==> config.mk <==
export PLATFORM = sky130hd
export DESIGN_NAME = arh_div
export DESIGN_NICKNAME = d
export VERILOG_FILES = /design/src/rtl/core/arh_pkg.sv /design/src/rtl/core/arh_div.sv
export SDC_FILE = /design/constraint.sdc
export NUM_CORES = 1
export LEC_CHECK = 0
export BUFFER_PORTS_ARGS = -buffer_cell sky130_fd_sc_hd__buf_2
export CAP_MARGIN = 20
export CORE_MARGIN = 4
export CORE_UTILIZATION = 60
export CTS_CLUSTER_DIAMETER = 200
export DETAILED_ROUTE_END_ITERATION = 7
export GPL_TIMING_DRIVEN = 1
export PLACE_DENSITY = 0.86
export SETUP_SLACK_MARGIN = 0.02
export SLEW_MARGIN = 40
export SYNTH_ARGS = -nofsm -noshare
export SYNTH_HDL_FRONTEND = slang
export SYNTH_SLANG_ARGS = --single-unit
==> constraint.sdc <==
create_clock -name clk -period 4.6 [get_ports clk]
set_input_delay 0 -clock clk [delete_from_list [all_inputs] [get_ports clk]]
set_output_delay 0 -clock clk [all_outputs]
set_load 0.1 [all_outputs]
==> src/rtl/core/arh_pkg.sv <==
// Types and constants of the auto-ranging histogram.
package arh_pkg;

  localparam int unsigned SW  = 16;  // sample width
  localparam int unsigned CQW = 24;  // quotient width of the divider
  localparam int unsigned DVW = 16;  // divisor and remainder width
  localparam int unsigned STW = 5;   // divider step count width

  localparam logic KIND_ADD     = 1'b0;
  localparam logic KIND_COMPUTE = 1'b1;

  typedef struct packed {
    logic                 kind;
    logic signed [15:0]   sample_value;
  } in_word_t;

  typedef struct packed {
    logic [5:0]           bin_index;
    logic signed [23:0]   bin_center;
    logic [12:0]          bin_tally;
    logic [12:0]          peak_tally;
    logic                 samples_dropped;
    logic                 is_last;
  } out_word_t;

  typedef struct packed {
    logic [DVW-1:0] rem;
    logic [CQW-1:0] lo;
    logic [DVW-1:0] den;
    logic [STW-1:0] steps;
  } div_req_t;

endpackage

==> src/rtl/core/arh_div.sv <==
// Bit-serial restoring divider, one quotient bit per cycle.
module arh_div (
  input  logic                     clk,
  input  logic                     rst_n,
  input  logic                     start,
  input  arh_pkg::div_req_t        req,
  output logic                     done,
  output logic [arh_pkg::CQW-1:0]  quot
);

  logic [arh_pkg::DVW-1:0] rem_r, rem_nxt;
  logic [arh_pkg::CQW-1:0] lo_r, lo_nxt;
  logic [arh_pkg::DVW-1:0] den_r, den_nxt;
  logic [arh_pkg::CQW-1:0] q_r, q_nxt;
  logic [arh_pkg::STW-1:0] cnt_r, cnt_nxt;
  logic                    run_r, run_nxt;
  logic                    done_r, done_nxt;
  logic [arh_pkg::DVW:0]   trial;
  logic [arh_pkg::DVW:0]   diff;
  logic                    ge;

  // The remainder is always below the divisor, so one more bit fits in DVW+1.
  assign trial = {rem_r, lo_r[arh_pkg::CQW-1]};
  assign diff  = trial - {1'b0, den_r};
  assign ge    = trial >= {1'b0, den_r};

  always_comb begin
    rem_nxt  = rem_r;
    lo_nxt   = lo_r;
    den_nxt  = den_r;
    q_nxt    = q_r;
    cnt_nxt  = cnt_r;
    run_nxt  = run_r;
    done_nxt = 1'b0;
    if (start) begin
      rem_nxt = req.rem;
      lo_nxt  = req.lo;
      den_nxt = req.den;
      q_nxt   = '0;
      cnt_nxt = req.steps;
      run_nxt = 1'b1;
    end else if (run_r) begin
      rem_nxt = ge ? diff[arh_pkg::DVW-1:0] : trial[arh_pkg::DVW-1:0];
      lo_nxt  = {lo_r[arh_pkg::CQW-2:0], 1'b0};
      q_nxt   = {q_r[arh_pkg::CQW-2:0], ge};
      cnt_nxt = cnt_r - arh_pkg::STW'(1);
      if (cnt_r == arh_pkg::STW'(1)) begin
        run_nxt  = 1'b0;
        done_nxt = 1'b1;
      end
    end
  end

  always_ff @(posedge clk) begin
    if (!rst_n) begin
      run_r  <= 1'b0;
      done_r <= 1'b0;
      cnt_r  <= '0;
    end else begin
      run_r  <= run_nxt;
      done_r <= done_nxt;
      cnt_r  <= cnt_nxt;
    end
    rem_r <= rem_nxt;
    lo_r  <= lo_nxt;
    den_r <= den_nxt;
    q_r   <= q_nxt;
  end

  assign done = done_r;
  assign quot = q_r;

endmodule

**Word level (Yosys, flattened, before mapping)**

Index checks and enable logic that the tools add are counted.

- $add $sub $neg: 2
- Magnitude comparators: 1
- Eq/ne operators: 1
- Mux-type cells: 11
- Bitwise logic cells: 2
- Reductions and logical operators: 2

Operators with widths:

| kind | count |
|---|---|
| two-way mux 16 bit | 3 |
| two-way mux 24 bit | 2 |
| greater-or-equal comparator 17 x 16 -> 1 bit | 1 |
| subtractor 16 bit | 1 |
| two-way mux 5 bit | 2 |
| equality test 5 x 1 -> 1 bit, second input constant | 1 |
| subtractor 5 x 1 -> 5 bit, second input constant | 1 |
| two-way mux 1 bit | 4 |
| OR reduction 3 bit | 1 |
| NOT 1 bit | 2 |
| nonzero test 2 bit | 1 |

- Flip-flop bits (word level): 87
- Logic and storage cells: 26

**Logic depth before layout (Yosys ltp)**

- Word-level depth: 4
- Gate-level depth with buffers: 10
- Mapped depth without buffers: 10

**Least setup slack after synthesis**

Ideal clock, no wire load.

- Kind: reg-to-reg
- Start point: register lo_r[23] (netlist bit)
- End point: register rem_r[14] (netlist bit) (data pin)
- Arrival: 2.029 ns
- Required time: 4.326 ns
- Path slack: 2.297 ns
- Cell stages (with the launch flop): 11
- Path buffers: 0
- Path through: edfxtp_1 -> inv_1 -> ha_1 -> inv_1 -> fa_1 -> a21o_1 -> a31oi_1 -> o211ai_1 -> and4b_1 -> a211oi_1 -> a31oi_1

- Longest elaborated chain between the ends: 4
- Elaborated cells between the ends (all ways): 5
- Those cells by class: 1 x add/sub; 1 x order compare; 3 x mux

Ends and longest elaborated chain:

| what | line | RTL |
|---|---|---|
| start: declaration | arh_div.sv:12 | `logic [arh_pkg::CQW-1:0] lo_r, lo_nxt;` |
| start signal: assignment | arh_div.sv:65 | `lo_r <= lo_nxt;` |
| subtractor 16 bit / greater-or-equal comparator 17 x 16 -> 1 bit (equally long branches) | arh_div.sv:24, arh_div.sv:25 |  |
| two-way mux 16 bit * | arh_div.sv:43 | `rem_nxt = ge ? diff[arh_pkg::DVW-1:0] : trial[arh_pkg::DVW-1:0];` |
| two-way mux 16 bit * | arh_div.sv:42 | `end else if (run_r) begin` |
| two-way mux 16 bit * | arh_div.sv:35 | `if (start) begin` |
| named net rem_nxt, one bit | arh_div.sv:11 | `logic [arh_pkg::DVW-1:0] rem_r, rem_nxt;` |
| end signal: assignment | arh_div.sv:64 | `rem_r <= rem_nxt;` |
| end: declaration | arh_div.sv:11 |  |

Mark *: on every way through the listed nets, which the timed path passes. The rest lies on a longest branch. The select of a mux whose other input is x is not followed.
A chain may end at the register's enable or synchronous reset.

**Worst setup path in the final report**

- Start point: register rem_r[11] (netlist bit)
- End point: register rem_r[8] (netlist bit) (data pin)

- Longest elaborated chain between the ends: 4

Ends and longest elaborated chain:

| what | line | RTL |
|---|---|---|
| greater-or-equal comparator 17 x 16 -> 1 bit | arh_div.sv:25 | `assign ge = trial >= {1'b0, den_r};` |
| two-way mux 16 bit | arh_div.sv:43 |  |
| two-way mux 16 bit | arh_div.sv:42 |  |
| two-way mux 16 bit | arh_div.sv:35 |  |
| named net rem_nxt, one bit | arh_div.sv:11 |  |

The timed path passes the listed nets, and every way through them passes these cells. The select of a mux whose other input is x is not followed.

==> impl_metrics.json <==
{
  "tightest_slew_ns": 0.730,
  "dpl_cell_area_um2": 5080,
  "synth-simple-area-share_pct": 11.6,
  "yosys-top-cells-count": "sky130_fd_sc_hd__edfxtp_1, sky130_fd_sc_hd__nor2_1, sky130_fd_sc_hd__dfxtp_1, sky130_fd_sc_hd__mux2i_1",
  "async_flop_share_pct": 0,
  "worst-path-max-fanout": 15,
  "cellPowerDensity_nw_per_um2": 405,
  "fp-row-count": 31,
  "root_buffer": "sky130_fd_sc_hd__clkbuf_8",
  "synth_top_area_share_pct": 36.5,
  "dp_hpwl_um": 7080,
  "layout.nets": 630,
  "globalplace.congestion": 0.878,
  "dominant_combinational_cell_family_by_area_after_synthesis": "compound AO/OA/AOI/OAI gates",
  "grt_antenna_before_repair": 0,
  "yosys.area.top_type": "sky130_fd_sc_hd__edfxtp_1",
  "cts_sinks": 87,
  "path_buf_inv": 0,
  "hold_viol_final": 0,
  "final-max-slew-violation-count": 0,
  "synth.yosys.warnings": 0,
  "slew_margin_rel_pct": 51.3,
  "power_switching_share_pct": 35.5,
  "postSynthNetCount": 500,
  "instances_no_fill": 651,
  "data_required_time_at_the_worst_endpoint_ns": 4.73,
  "r2r-end": "rem_r[8]",
  "remaining_drc_errors": 0,
  "floorplan.initialDensity_pct": 62.4,
  "finalClockSkew_ns": 0.0139,
  "endpoint_of_the_worst_hold_timing_path": "rem_r[11]",
  "routed-via-count": 3855,
  "post_synth_num_cell_types": 63,
  "ctsHtreeMaxLevel": 3,
  "avgRoutedWirePerCell_um": 18.8,
  "post-route-period-util_pct": 61.3,
  "yosys.area_share.xor_xnor_pct": 2.47,
  "crit_slowest_cell": "sky130_fd_sc_hd__o21a_1",
  "outcome": "completed",
  "floorplan.die_area_um2": 9130,
  "yosys.cell_count.top_type": "sky130_fd_sc_hd__edfxtp_1",
  "timing.critical_path.to_type": "flip-flop",
  "clkSlewWorstSetupHoldPaths_ns": 0.10,
  "net_switching_power_of_the_design_mw": 0.839,
  "synth_enable_flop_cells": 56,
  "min_path_cells": 4,
  "holdWs_ns": 0.0356,
  "crit_arrival_ns": 2.95,
  "hold_path_class": "in -> reg",
  "antenna_left": 0,
  "clkPwrFrac_pct": 23.5,
  "internal_power_mw": 1.52,
  "cts-buffers-inserted": 9,
  "largest_delay_contributor_family_on_the_critical_path": "compound AO/OA/AOI/OAI gates",
  "grt_first_pass_wirelength_um": 19500,
  "cellLeakagePower_nw": 2.45,
  "timing.critical_path.slowest_cell_delay_ns": 0.57,
  "max_cap_violations": 0,
  "die_width_um": 95.6,
  "diodes": 0,
  "rrSetupSlack_ns": 1.78,
  "worstHoldStart": "req[56]",
  "dominantRegCellSynth": "sky130_fd_sc_hd__edfxtp_1",
  "dr.first_iter.drc_count": 336,
  "syn-instance-count": 417,
  "pwr-share-seq_pct": 41.5,
  "routed_via_density": 5.92,
  "yosys-mux-area-fraction_pct": 10.8,
  "cts_max_path_buffers": 2,
  "placed_cells_incl_taps": 581,
  "chipHeight_um": 95.6,
  "timing.critical_path.cells": "ha_1, a21oi_1, o21ai_1, a31oi_1, o21a_1, a211oi_1, a311o_1",
  "synth-seq-area-share_pct": 50.0,
  "clk-insertion-delay-late_ns": 0.37,
  "drive_above_1_share_pct": 26.1,
  "crit_type": "reg -> reg",
  "final.min_clock_period_ns": 2.82,
  "first_global_vias": 3942,
  "io_pins": 89,
  "core_region_area_um2": 7370,
  "tritoncts": "done",
  "compound_gate_fraction_of_synth_area_pct": 15.5,
  "cp_num_cells": 7,
  "timing.critical_path.from_type": "flip-flop",
  "rsz0062_at_grt": "no",
  "syn_avg_cell_area_um2": 11.0,
  "final.setup.tns_ns": 0,
  "detail_route.first_pass.iterations": 5,
  "io_buffers": 88,
  "worst-r2r-cell-count": 7,
  "wl_um": 12200,
  "worst_r2r_startpoint": "rem_r[11]",
  "yosys.area_share.adder_pct": 5.33,
  "grt_remaining_overflow": 0,
  "largest_net_degree_at_the_start_of_global_routing": 96,
  "setup_viol": 0,
  "vdd_drop_max_v": 0.000311,
  "netlist_area_um2": 4600,
  "cts_post_setup_buffers_inserted": 0,
  "grt_usage_pct": 28.1,
  "final_design_area_no_fill_um2": 5830,
  "cells_taking_the_most_area_after_synthesis": "sky130_fd_sc_hd__edfxtp_1, sky130_fd_sc_hd__dfxtp_1, sky130_fd_sc_hd__mux2_2",
  "flow.area_growth_from_synthesis_pct": 26.7,
  "synth_seq_cells": 87,
  "max_freq_ghz": 0.354,
  "power.combinational.fraction_pct": 35.0
}
## power groups by stage
| stage | logic, mW | registers [mW] | clock network (mW) |
|---|---|---|---|
| 3_3_place_gp | 0.747 | 0.990 | 0 |
| 6_report | 0.827 | 0.980 | 0.555 |
| 2_1_floorplan | 0.587 | 0.991 | 0 |
| 4_1_cts | 0.800 | 0.977 | 0.554 |
| 3_5_place_dp | 0.758 | 0.995 | 0 |
| 5_1_grt | 0.895 | 0.988 | 0.591 |
## metrics by stage
stage / utilization, % / power (mW) / worst slack (ns)
after CTS: 79.1 / 2.33 / 1.81
after global placement: 68.9 / 1.74 / 1.93
after detailed placement: 68.9 / 1.75 / 1.82
after floorplan: - / 1.58 / 2.30
after global routing: 79.1 / 2.47 / 1.60
final: 79.1 / 2.36 / 1.78
## per-layer routing
layer | GRT usage (%) | part of all wire [%] | vias up
met1 | 32.1 | 39 | 1835
met2 | 50.4 | 52 | 181
met5 | 0 | 0 | -
met4 | 10.8 | 3.3 | 0
li1 | - | - | 1803
met3 | 6.55 | 6.0 | 36
## tightest hold or removal path, stage by stage
cell and delay, ns:
sky130_fd_sc_hd__buf_2 0.07, sky130_fd_sc_hd__and2_1 0.11, sky130_fd_sc_hd__a41oi_1 0.04, sky130_fd_sc_hd__o31ai_1 0.06
## timing repair
| action | CTS | global route |
|---|---|---|
| hold buffers | 54 | 0 |
| endpoints found under the hold margin | 52 | 0 |
| gates resized for setup | 0 | 0 |
## state kept, by name, summed over array words and instances (netlist names)
signal	flops
den_r	16
done	1
cnt_r	5
rem_r	16
lo_r	24
run_r	1
quot	24
## placed cells by master (no fill, tap or decap), types with 8 or more instances in the layout
cell type	netlist	final
sky130_fd_sc_hd__nand3_1	12	12
sky130_fd_sc_hd__o21ai_0	10	10
sky130_fd_sc_hd__nand2_1	19	19
sky130_fd_sc_hd__and2_1	9	9
sky130_fd_sc_hd__nor3_1	9	9
sky130_fd_sc_hd__a31oi_1	8	8
sky130_fd_sc_hd__dlygate4sd3_1	0	54
sky130_fd_sc_hd__dfxtp_1	31	31
sky130_fd_sc_hd__buf_2	6	87
sky130_fd_sc_hd__nor2_1	41	41
sky130_fd_sc_hd__edfxtp_1	56	56
sky130_fd_sc_hd__inv_1	23	23
sky130_fd_sc_hd__clkbuf_8	0	9
sky130_fd_sc_hd__a21oi_1	15	15
sky130_fd_sc_hd__xnor2_1	10	10
sky130_fd_sc_hd__ha_1	18	18
sky130_fd_sc_hd__mux2_2	23	23
sky130_fd_sc_hd__mux2i_1	24	24
## worst max-delay path by stage
stage / end / slack (ns) / startpoint
after CTS: rem_r[8] / 1.81 / rem_r[11]
after global placement: rem_r[8] / 1.93 / rem_r[13]
after floorplan: rem_r[14] / 2.30 / lo_r[23]
after detailed placement: rem_r[8] / 1.82 / rem_r[11]
after global routing: rem_r[8] / 1.60 / rem_r[11]
final: rem_r[8] / 1.78 / rem_r[11]
## area by class of cell
type	count	area (µm²)
Sequential cell	87	2300
Tap cell	99	124
Fill cell	448	1540
Multi-Input combinational cell	282	2110
Inverter	24	90.1
Clock buffer	10	149
Timing Repair Buffer	143	995
Clock inverter	6	58.8
## kinds of logic (layout without fill, tap and decap cells)
| kind of cell | after synthesis | count (layout) |
|---|---|---|
| XOR/XNOR | 13 | 13 |
| buffers and inverters | 48 | 183 |
| adder cells (fa/ha/maj) | 19 | 19 |
| AO/OA/AOI/OAI | 93 | 93 |
| flip-flops | 87 | 87 |
| AND/OR/NAND/NOR | 110 | 110 |
| multiplexers | 47 | 47 |
Note: power is estimated with default switching activity, not from simulation.
